**config.mk**
```make
export PLATFORM = sky130hd
export DESIGN_NAME = interval_overlap_mean_sweep_flat
export DESIGN_NICKNAME = d
export VERILOG_FILES = /design/src/rtl/core/iom_pkg.sv /design/src/rtl/core/iom_if.sv /design/src/rtl/core/iom_front.sv /design/src/rtl/core/iom_fifo.sv /design/src/rtl/core/iom_back.sv /design/src/rtl/core/interval_overlap_mean_sweep.sv /design/src/flat_wrapper.sv
export SDC_FILE = /design/constraint.sdc
export NUM_CORES = 1
export LEC_CHECK = 0
export ABC_CLOCK_PERIOD_IN_PS = 11400
export BUFFER_PORTS_ARGS = -buffer_cell sky130_fd_sc_hd__buf_2
export CELL_PAD_IN_SITES_DETAIL_PLACEMENT = 1
export CELL_PAD_IN_SITES_GLOBAL_PLACEMENT = 2
export CORE_MARGIN = 2
export CORE_UTILIZATION = 42
export DETAILED_ROUTE_END_ITERATION = 8
export MAX_ROUTING_LAYER = met4
export PLACE_DENSITY_LB_ADDON = 0.1
export SLEW_MARGIN = 20
export SYNTH_ARGS = -nofsm -noshare
export SYNTH_HDL_FRONTEND = slang
export SYNTH_SLANG_ARGS = --single-unit
```
**constraint.sdc**
```tcl
create_clock -name clk_i -period 11.4 [get_ports clk_i]
set_clock_uncertainty 0.2 [all_clocks]
set_input_delay 2.28 -clock clk_i [delete_from_list [all_inputs] [get_ports clk_i]]
set_output_delay 2.28 -clock clk_i [all_outputs]
set_load 0.03 [all_outputs]
```
**src/rtl/core/iom_pkg.sv**
```systemverilog
package iom_pkg;

  // Field widths
  localparam int unsigned CHROM_BITS      = 8;
  localparam int unsigned POS_BITS        = 32;
  localparam int unsigned SCORE_BITS      = 32;
  localparam int unsigned SCORE_FRAC_BITS = 16;
  localparam int unsigned COUNT_BITS      = 16;
  localparam int unsigned SUM_BITS        = 48;

  // Queue between front and back
  localparam int unsigned QUEUE_DEPTH = 2;
  localparam int unsigned QPTR_BITS   = (QUEUE_DEPTH > 1) ? $clog2(QUEUE_DEPTH) : 1;
  localparam int unsigned QCNT_BITS   = $clog2(QUEUE_DEPTH + 1);

  // Divider step counter
  localparam int unsigned STEP_BITS = $clog2(SUM_BITS);

  localparam logic [COUNT_BITS-1:0] COUNT_MAX = {COUNT_BITS{1'b1}};

  // One piece waiting for its mean
  typedef struct packed {
    logic [CHROM_BITS-1:0] chrom;
    logic [POS_BITS-1:0]   piece_start;
    logic [POS_BITS-1:0]   piece_end;
    logic [SUM_BITS-1:0]   sum;
    logic [COUNT_BITS-1:0] count;
    logic                  ovf;
  } iom_job_t;

  typedef enum logic [1:0] {
    BK_IDLE,
    BK_RUN,
    BK_HOLD
  } back_state_e;

endpackage

```
**src/rtl/core/iom_if.sv**
```systemverilog
interface iom_in_if;
  import iom_pkg::*;
  logic                         valid;
  logic                         ready;
  logic [CHROM_BITS-1:0]        chrom_id;
  logic [POS_BITS-1:0]          position;
  logic                         is_start;
  logic signed [SCORE_BITS-1:0] score;
  logic                         last_in_set;

  modport source (output valid, chrom_id, position, is_start, score, last_in_set,
                  input ready);
  modport sink   (input valid, chrom_id, position, is_start, score, last_in_set,
                  output ready);
endinterface

interface iom_out_if;
  import iom_pkg::*;
  logic                         valid;
  logic                         ready;
  logic [CHROM_BITS-1:0]        out_chrom_id;
  logic [POS_BITS-1:0]          piece_start;
  logic [POS_BITS-1:0]          piece_end;
  logic signed [SCORE_BITS-1:0] mean_score;
  logic                         overlap_overflow;

  modport source (output valid, out_chrom_id, piece_start, piece_end, mean_score,
                  overlap_overflow, input ready);
  modport sink   (input valid, out_chrom_id, piece_start, piece_end, mean_score,
                  overlap_overflow, output ready);
endinterface

```
**src/rtl/core/iom_front.sv**
```systemverilog
module iom_front import iom_pkg::*; (
  input  logic     clk_i,
  input  logic     rst_ni,
  iom_in_if.sink   in_i,
  input  logic     full_i,
  output logic     push_o,
  output iom_job_t job_o
);

  logic                  pv_q, pv_d;
  logic [CHROM_BITS-1:0] pc_q, pc_d;
  logic [POS_BITS-1:0]   pp_q, pp_d;
  logic                  pk_q, pk_d;
  logic [COUNT_BITS-1:0] pcnt_q, pcnt_d;
  logic [SUM_BITS-1:0]   psum_q, psum_d;
  logic [COUNT_BITS-1:0] acnt_q, acnt_d;
  logic [SUM_BITS-1:0]   asum_q, asum_d;
  logic                  ovf_q, ovf_d;

  logic                  accept;
  logic                  match;
  logic [SUM_BITS-1:0]   score_ext;
  logic [COUNT_BITS:0]   cnt_add;
  logic [COUNT_BITS-1:0] acnt_new;
  logic [SUM_BITS-1:0]   asum_new;
  logic                  ovf_new;
  logic                  emit;

  // Any accepted endpoint may close a piece, so only take one with queue room
  assign in_i.ready = !full_i;
  assign accept     = in_i.valid && !full_i;

  assign score_ext = {{(SUM_BITS-SCORE_BITS){in_i.score[SCORE_BITS-1]}}, in_i.score};
  assign match     = pv_q && (pc_q == in_i.chrom_id) && (pp_q == in_i.position) &&
                     (pk_q == in_i.is_start);

  // Apply the pending endpoint to the running overlap
  always_comb begin
    cnt_add  = {1'b0, acnt_q} + {1'b0, pcnt_q};
    acnt_new = acnt_q;
    asum_new = asum_q;
    ovf_new  = ovf_q;
    if (pk_q) begin
      if (cnt_add[COUNT_BITS]) begin
        acnt_new = COUNT_MAX;
        ovf_new  = 1'b1;
      end else begin
        acnt_new = cnt_add[COUNT_BITS-1:0];
      end
      asum_new = asum_q + psum_q;
    end else begin
      if (pcnt_q > acnt_q) begin
        acnt_new = '0;
        ovf_new  = 1'b1;
      end else begin
        acnt_new = acnt_q - pcnt_q;
      end
      asum_new = asum_q - psum_q;
    end
  end

  assign emit = pv_q && !match && (acnt_new != '0) && (pc_q == in_i.chrom_id) &&
                (pp_q < in_i.position);

  // Next state
  always_comb begin
    pv_d   = pv_q;
    pc_d   = pc_q;
    pp_d   = pp_q;
    pk_d   = pk_q;
    pcnt_d = pcnt_q;
    psum_d = psum_q;
    acnt_d = acnt_q;
    asum_d = asum_q;
    ovf_d  = ovf_q;
    if (accept) begin
      if (match) begin
        if (pcnt_q == COUNT_MAX) begin
          ovf_d = 1'b1;
        end else begin
          pcnt_d = pcnt_q + 1'b1;
        end
        psum_d = psum_q + score_ext;
      end else begin
        if (pv_q) begin
          acnt_d = acnt_new;
          asum_d = asum_new;
          ovf_d  = ovf_new;
        end
        pv_d   = 1'b1;
        pc_d   = in_i.chrom_id;
        pp_d   = in_i.position;
        pk_d   = in_i.is_start;
        pcnt_d = {{(COUNT_BITS-1){1'b0}}, 1'b1};
        psum_d = score_ext;
      end
      // End of data set clears everything
      if (in_i.last_in_set) begin
        pv_d   = 1'b0;
        pc_d   = '0;
        pp_d   = '0;
        pk_d   = 1'b0;
        pcnt_d = '0;
        psum_d = '0;
        acnt_d = '0;
        asum_d = '0;
        ovf_d  = 1'b0;
      end
    end
  end

  always_ff @(posedge clk_i or negedge rst_ni) begin
    if (!rst_ni) begin
      pv_q   <= 1'b0;
      pc_q   <= '0;
      pp_q   <= '0;
      pk_q   <= 1'b0;
      pcnt_q <= '0;
      psum_q <= '0;
      acnt_q <= '0;
      asum_q <= '0;
      ovf_q  <= 1'b0;
    end else begin
      pv_q   <= pv_d;
      pc_q   <= pc_d;
      pp_q   <= pp_d;
      pk_q   <= pk_d;
      pcnt_q <= pcnt_d;
      psum_q <= psum_d;
      acnt_q <= acnt_d;
      asum_q <= asum_d;
      ovf_q  <= ovf_d;
    end
  end

  // Piece handed to the back end
  assign push_o            = accept && emit;
  assign job_o.chrom       = pc_q;
  assign job_o.piece_start = pp_q;
  assign job_o.piece_end   = in_i.position;
  assign job_o.sum         = asum_new;
  assign job_o.count       = acnt_new;
  assign job_o.ovf         = ovf_new;

endmodule

```
**src/rtl/core/iom_fifo.sv**
```systemverilog
module iom_fifo import iom_pkg::*; (
  input  logic     clk_i,
  input  logic     rst_ni,
  input  logic     push_i,
  input  iom_job_t job_i,
  output logic     full_o,
  input  logic     pop_i,
  output iom_job_t job_o,
  output logic     empty_o
);

  iom_job_t             slot_q [QUEUE_DEPTH];
  logic [QPTR_BITS-1:0] wr_q, rd_q;
  logic [QCNT_BITS-1:0] cnt_q;

  assign full_o  = (cnt_q == QCNT_BITS'(QUEUE_DEPTH));
  assign empty_o = (cnt_q == '0);
  assign job_o   = slot_q[rd_q];

  // Slot storage
  always_ff @(posedge clk_i) begin
    if (push_i) begin
      slot_q[wr_q] <= job_i;
    end
  end

  // Pointers and fill level
  always_ff @(posedge clk_i or negedge rst_ni) begin
    if (!rst_ni) begin
      wr_q  <= '0;
      rd_q  <= '0;
      cnt_q <= '0;
    end else begin
      if (push_i) begin
        wr_q <= (wr_q == QPTR_BITS'(QUEUE_DEPTH - 1)) ? '0 : wr_q + 1'b1;
      end
      if (pop_i) begin
        rd_q <= (rd_q == QPTR_BITS'(QUEUE_DEPTH - 1)) ? '0 : rd_q + 1'b1;
      end
      if (push_i && !pop_i) begin
        cnt_q <= cnt_q + 1'b1;
      end else if (pop_i && !push_i) begin
        cnt_q <= cnt_q - 1'b1;
      end
    end
  end

endmodule

```
**src/rtl/core/iom_back.sv**
```systemverilog
module iom_back import iom_pkg::*; (
  input  logic     clk_i,
  input  logic     rst_ni,
  input  logic     empty_i,
  input  iom_job_t job_i,
  output logic     pop_o,
  iom_out_if.source out_o
);

  back_state_e state_q, state_d;

  logic [STEP_BITS-1:0]  step_q;
  logic [SUM_BITS-1:0]   dvd_q;
  logic [COUNT_BITS-1:0] rem_q;
  logic [COUNT_BITS-1:0] den_q;
  logic                  neg_q;
  logic [CHROM_BITS-1:0] chrom_q;
  logic [POS_BITS-1:0]   start_q, end_q;
  logic                  ovf_q;

  logic                  out_valid_q;
  logic [CHROM_BITS-1:0] out_chrom_q;
  logic [POS_BITS-1:0]   out_start_q, out_end_q;
  logic [SCORE_BITS-1:0] out_mean_q;
  logic                  out_ovf_q;

  logic                  load_job;
  logic                  load_out;
  logic                  out_free;
  logic [COUNT_BITS:0]   shifted;
  logic                  ge;
  logic [SUM_BITS-1:0]   mag;
  logic [SCORE_BITS-1:0] mean;

  assign out_free = !out_valid_q || out_o.ready;

  // Sequencer: fetch, divide, hand over
  always_comb begin
    state_d  = state_q;
    load_job = 1'b0;
    load_out = 1'b0;
    case (state_q)
      BK_IDLE: begin
        if (!empty_i) begin
          load_job = 1'b1;
          state_d  = BK_RUN;
        end
      end
      BK_RUN: begin
        if (step_q == '0) begin
          state_d = BK_HOLD;
        end
      end
      BK_HOLD: begin
        if (out_free) begin
          load_out = 1'b1;
          state_d  = BK_IDLE;
        end
      end
      default: begin
        state_d = BK_IDLE;
      end
    endcase
  end

  assign pop_o = load_job;

  always_ff @(posedge clk_i or negedge rst_ni) begin
    if (!rst_ni) begin
      state_q <= BK_IDLE;
    end else begin
      state_q <= state_d;
    end
  end

  // Restoring divide of the magnitude, one quotient bit a cycle
  assign mag     = job_i.sum[SUM_BITS-1] ? (~job_i.sum + 1'b1) : job_i.sum;
  assign shifted = {rem_q, dvd_q[SUM_BITS-1]};
  assign ge      = (shifted >= {1'b0, den_q});

  always_ff @(posedge clk_i) begin
    if (load_job) begin
      dvd_q   <= mag;
      rem_q   <= '0;
      den_q   <= job_i.count;
      neg_q   <= job_i.sum[SUM_BITS-1];
      chrom_q <= job_i.chrom;
      start_q <= job_i.piece_start;
      end_q   <= job_i.piece_end;
      ovf_q   <= job_i.ovf;
      step_q  <= STEP_BITS'(SUM_BITS - 1);
    end else if (state_q == BK_RUN) begin
      rem_q  <= ge ? COUNT_BITS'(shifted - {1'b0, den_q}) : shifted[COUNT_BITS-1:0];
      dvd_q  <= {dvd_q[SUM_BITS-2:0], ge};
      step_q <= step_q - 1'b1;
    end
  end

  // Sign and saturation to the score width
  always_comb begin
    if (neg_q) begin
      if ((|dvd_q[SUM_BITS-1:SCORE_BITS]) ||
          (dvd_q[SCORE_BITS-1] && (|dvd_q[SCORE_BITS-2:0]))) begin
        mean = {1'b1, {(SCORE_BITS-1){1'b0}}};
      end else begin
        mean = ~dvd_q[SCORE_BITS-1:0] + 1'b1;
      end
    end else begin
      if (|dvd_q[SUM_BITS-1:SCORE_BITS-1]) begin
        mean = {1'b0, {(SCORE_BITS-1){1'b1}}};
      end else begin
        mean = dvd_q[SCORE_BITS-1:0];
      end
    end
  end

  // Output register
  always_ff @(posedge clk_i or negedge rst_ni) begin
    if (!rst_ni) begin
      out_valid_q <= 1'b0;
    end else if (load_out) begin
      out_valid_q <= 1'b1;
    end else if (out_o.ready) begin
      out_valid_q <= 1'b0;
    end
  end

  always_ff @(posedge clk_i) begin
    if (load_out) begin
      out_chrom_q <= chrom_q;
      out_start_q <= start_q;
      out_end_q   <= end_q;
      out_mean_q  <= mean;
      out_ovf_q   <= ovf_q;
    end
  end

  assign out_o.valid            = out_valid_q;
  assign out_o.out_chrom_id     = out_chrom_q;
  assign out_o.piece_start      = out_start_q;
  assign out_o.piece_end        = out_end_q;
  assign out_o.mean_score       = out_mean_q;
  assign out_o.overlap_overflow = out_ovf_q;

endmodule

```
**src/rtl/core/interval_overlap_mean_sweep.sv**
```systemverilog
// Sweep over sorted interval endpoints that emits overlap pieces with their mean
// score. The front end takes one endpoint per cycle: it merges equal endpoints,
// keeps the running overlap count and score total and decides whether a piece
// closes. Closed pieces wait in a two-entry queue for the back end, whose
// restoring divider produces one quotient bit per cycle; each piece passes
// through fetch, 48 divide steps and hand-over there. Endpoints that
// close no piece pass at one per cycle; when pieces arrive faster than the
// divider drains them, the queue fills and input ready drops until a slot frees.
module interval_overlap_mean_sweep import iom_pkg::*; (
  input  logic      clk_i,
  input  logic      rst_ni,
  iom_in_if.sink    in_i,
  iom_out_if.source out_o
);

  logic     push;
  logic     pop;
  logic     full;
  logic     empty;
  iom_job_t push_job;
  iom_job_t pop_job;

  // Endpoint classification and running overlap
  iom_front u_front (
    .clk_i  (clk_i),
    .rst_ni (rst_ni),
    .in_i   (in_i),
    .full_i (full),
    .push_o (push),
    .job_o  (push_job)
  );

  // Pieces awaiting the divider
  iom_fifo u_fifo (
    .clk_i   (clk_i),
    .rst_ni  (rst_ni),
    .push_i  (push),
    .job_i   (push_job),
    .full_o  (full),
    .pop_i   (pop),
    .job_o   (pop_job),
    .empty_o (empty)
  );

  // Mean computation and output register
  iom_back u_back (
    .clk_i   (clk_i),
    .rst_ni  (rst_ni),
    .empty_i (empty),
    .job_i   (pop_job),
    .pop_o   (pop),
    .out_o   (out_o)
  );

`ifndef NO_ASSERTIONS
  // Queue never written when full or read when empty
  a_no_overrun: assert property (@(posedge clk_i) disable iff (!rst_ni)
    push |-> !full) else $error("piece queue overrun");
  a_no_underrun: assert property (@(posedge clk_i) disable iff (!rst_ni)
    pop |-> !empty) else $error("piece queue underrun");
  // A queued piece carries a non-zero overlap count
  a_nonzero_count: assert property (@(posedge clk_i) disable iff (!rst_ni)
    push |-> (push_job.count != '0)) else $error("piece with zero overlap");
`endif

endmodule
```
**src/flat_wrapper.sv**
```systemverilog
// flat-port wrapper written by rule: the top's interface ports become plain ports
module interval_overlap_mean_sweep_flat import iom_pkg::*;
  (clk_i, rst_ni, in_i_valid, in_i_chrom_id, in_i_position, in_i_is_start, in_i_score, in_i_last_in_set, in_i_ready, out_o_valid, out_o_out_chrom_id, out_o_piece_start, out_o_piece_end, out_o_mean_score, out_o_overlap_overflow, out_o_ready);
  iom_in_if in_i_i ();
  iom_out_if out_o_i ();
  input  logic clk_i;
  input  logic rst_ni;
  input wire logic [$bits(in_i_i.valid)-1:0] in_i_valid;
  input wire logic [$bits(in_i_i.chrom_id)-1:0] in_i_chrom_id;
  input wire logic [$bits(in_i_i.position)-1:0] in_i_position;
  input wire logic [$bits(in_i_i.is_start)-1:0] in_i_is_start;
  input wire logic [$bits(in_i_i.score)-1:0] in_i_score;
  input wire logic [$bits(in_i_i.last_in_set)-1:0] in_i_last_in_set;
  output wire logic [$bits(in_i_i.ready)-1:0] in_i_ready;
  output wire logic [$bits(out_o_i.valid)-1:0] out_o_valid;
  output wire logic [$bits(out_o_i.out_chrom_id)-1:0] out_o_out_chrom_id;
  output wire logic [$bits(out_o_i.piece_start)-1:0] out_o_piece_start;
  output wire logic [$bits(out_o_i.piece_end)-1:0] out_o_piece_end;
  output wire logic [$bits(out_o_i.mean_score)-1:0] out_o_mean_score;
  output wire logic [$bits(out_o_i.overlap_overflow)-1:0] out_o_overlap_overflow;
  input wire logic [$bits(out_o_i.ready)-1:0] out_o_ready;
  assign in_i_i.valid = in_i_valid;
  assign in_i_i.chrom_id = in_i_chrom_id;
  assign in_i_i.position = in_i_position;
  assign in_i_i.is_start = in_i_is_start;
  assign in_i_i.score = in_i_score;
  assign in_i_i.last_in_set = in_i_last_in_set;
  assign in_i_ready = in_i_i.ready;
  assign out_o_valid = out_o_i.valid;
  assign out_o_out_chrom_id = out_o_i.out_chrom_id;
  assign out_o_piece_start = out_o_i.piece_start;
  assign out_o_piece_end = out_o_i.piece_end;
  assign out_o_mean_score = out_o_i.mean_score;
  assign out_o_overlap_overflow = out_o_i.overlap_overflow;
  assign out_o_i.ready = out_o_ready;
  interval_overlap_mean_sweep u_core (.clk_i(clk_i), .rst_ni(rst_ni), .in_i(in_i_i), .out_o(out_o_i));
endmodule
```
==> flow_summary.ini <==
[timing]
rsz0062_at_grt = no
setup_tns_ps = 0
holdWs_ps = 208
max-slew-margin-rel = 0.343
finalSetupViolations = 0
fin_crit_ps = 6090
fmax_mhz = 164
fin_crit_sh = 0.534
tightest_slew_ps = 978
hold_viol = 0
maxSlewViolCount = 0
fin_ws_ps = 5310

[die]
core_region_area_um2 = 88500
die-width_um = 303
dieArea_um2 = 91800
io_pins = 185
die_h_um = 303
start_util = 0.424
rows = 109

[global_route]
grt_max_degree = 101
overflow = 0
grt_pass1_wl_um = 162000
grt_usage = 0.233
grt_pass1_vias = 28028
antenna_found_initial = 0

[routing]
drc = 21
viasPerCell = 5.62
wl_um = 104000
drtPass1Iterations = 9
ant_nets = 0
initialDrtViolationCount = 1368
wl_per_cell_um = 21.9
vias = 26659

[place]
dp_hpwl_um = 74400
io_buffers = 184
gp_congestion = 0.848
pre_cts_ws_ps = 4210

[setup_path]
critPathLaunchType = flip-flop
crit_type = flip-flop to flip-flop
worstPathArrival_ps = 6240
cp-end-kind = flip-flop
worst_r2r_path_depth = 19
cp_max_fo = 6
crit_required_ps = 11550
r2r_slack_ps = 5310

[cts]
cts_sinks = 717
numCtsBuffers = 80
tritoncts = yes
cts_setup_buffers = 0
clk_pin_slew_worst_paths_ps = 60
cts_root_buffer = clkbuf_16
clk-insertion-delay-late_ps = 680
cts_resized = 0
postCtsHoldBufs = 0
htreeDepth = 3
clock_path_buffers = 3

[min_path]
worstHoldPathCells = 0
hp-class = flip-flop to flip-flop

[yosys]
ys_ff_latch = 717
syn_inst = 3353
synthFlopType = edfxtp_1
synth_edf_count = 517
yosys_warnings = 0
synth_area_um2 = 37500
synth_cell_types = 84
async_flop_share = 0.248
syn-mean-instance-area_um2 = 11.2
synth_seq_area_share = 0.544
synth_nets = 3618

[outcome]
failed_checks = DRC
status = finished, violations left

[finish]
synthToLayoutAreaGrowth_pct = 12.9
fin_nets = 3779
drive_above_1_share = 0.136
n_antenna_cell = 0
layout_common_cells = edfxtp_1, nand2_1, o21ai_0
fillers = 9512
final_common_cell = edfxtp_1

[power_and_ir_drop]
switching_power_mw = 1.41
p_int_mw = 4.36
total_power_mw = 5.76
peakVddDrop_uv = 115
pwr-share-clk = 0.440
seq_power_share = 0.492
power.density_nw_per_um2 = 136
switching_share = 0.244
power_leakage_nw = 17.3
combinationalPowerShare = 0.068

[run]
cap_violations = 0
-- worst max-delay path: stages (launching register included) --
cell,delay [ps]
dfrtp_1,450
or3_1,430
or4_1,510
nor4b_2,570
nand3_1,250
nor2_1,390
a21oi_1,140
xor2_1,200
ha_1,380
nand4_1,150
nor2_1,190
nand3_1,120
or2_2,320
or3b_2,480
nand4_1,120
o211ai_1,140
o21ai_0,340
a21o_1,200
a21oi_1,80
xor2_1,160
-- flip-flops by register name (all words and copies together) (netlist names), 2 cells and up --
register / cells
u_core.u_fifo.slot_q: 274
u_core.u_back.dvd_q: 48
u_core.u_front.asum_q: 48
u_core.u_front.psum_q: 48
u_core.u_back.end_q: 32
u_core.u_back.out_o.mean_score: 32
u_core.u_back.out_o.piece_end: 32
u_core.u_back.out_o.piece_start: 32
u_core.u_back.start_q: 32
u_core.u_front.pp_q: 32
u_core.u_back.den_q: 16
u_core.u_back.rem_q: 16
u_core.u_front.acnt_q: 16
u_core.u_front.pcnt_q: 16
u_core.u_back.chrom_q: 8
u_core.u_back.out_o.out_chrom_id: 8
u_core.u_front.pc_q: 8
u_core.u_back.step_q: 6
u_core.u_back.state_q: 2
u_core.u_fifo.cnt_q: 2
-- power by group through the flow --
stage | Combinational [mW] | Clock [mW] | Sequential (mW)
5_1_grt | 0.432 | 2.70 | 2.84
6_report | 0.389 | 2.54 | 2.84
2_1_floorplan | 0.251 | 0 | 2.88
3_5_place_dp | 0.386 | 0 | 2.89
4_1_cts | 0.389 | 2.61 | 2.84
3_3_place_gp | 0.373 | 0 | 2.89
-- cells by family (layout without fill, tap and decap cells) --
logic type,Yosys count,count (layout),share of synthesized area
xor+xnor,238,238,0.0555
compound gates,931,931,0.157
flops,717,717,0.544
fa+ha+maj,187,187,0.0633
mux,146,146,0.0420
buf+inv,292,518,0.0300
simple gates,842,842,0.108
-- layer usage --
layer / GRT usage / wire length, um / up-vias
li1: - / - / 12751
met1: 0.321 / 50000 / 13354
met2: 0.375 / 48500 / 454
met3: 0.0281 / 4010 / 100
met4: 0.0434 / 1480 / 0
met5: - / 0 / -
-- area by class of cell --
class / count / area (um2) / area share
Sequential cell: 717 / 20400 / 0.482
Multi-Input combinational cell: 2344 / 16100 / 0.379
Clock buffer: 106 / 2160 / 0.0510
Tap cell: 1165 / 1460 / 0.0344
Timing Repair Buffer: 220 / 1220 / 0.0289
Inverter: 151 / 571 / 0.0135
Clock inverter: 41 / 467 / 0.0110
-- cells in the mapped netlist (76+ instances only) --
cell type  number  area share
clkbuf_1      119       0.012
inv_1         151       0.015
o21ai_0       272       0.036
nor2_1        196       0.020
xnor2_1       127       0.030
a21oi_1       233       0.031
a21o_1         78       0.016
ha_1          182       0.061
dfrtp_1       178        0.12
edfxtp_1      517        0.41
nand2_1       287       0.029
xor2_1        111       0.026
mux2_2         93       0.028
a22o_1         76       0.018
-- path summary, 6_finish.rpt --
path / start / endpoint
max: u_core.u_front.psum_q[7] / u_core.u_fifo.slot_q[1][64]
min: u_core.u_back.start_q[6] / u_core.u_back.out_o.piece_start[6]
max reg2reg: u_core.u_front.psum_q[7] / u_core.u_fifo.slot_q[1][64]
min reg2reg: u_core.u_back.start_q[6] / u_core.u_back.out_o.piece_start[6]
max in group asynchronous: rst_ni / u_core.u_front.psum_q[18]
min in group asynchronous: rst_ni / u_core.u_front.asum_q[30]
-- metrics by stage --
step | std cells | cell area (um2) | utilization
floorplan | 3353 | 37500 | -
global placement | 4595 | 39700 | 0.449
detailed placement | 4595 | 39700 | 0.449
CTS | 4742 | 42300 | 0.478
global route | 4744 | 42400 | 0.479
finish | 4744 | 42400 | 0.479
Power figures use the tool's default switching activity.
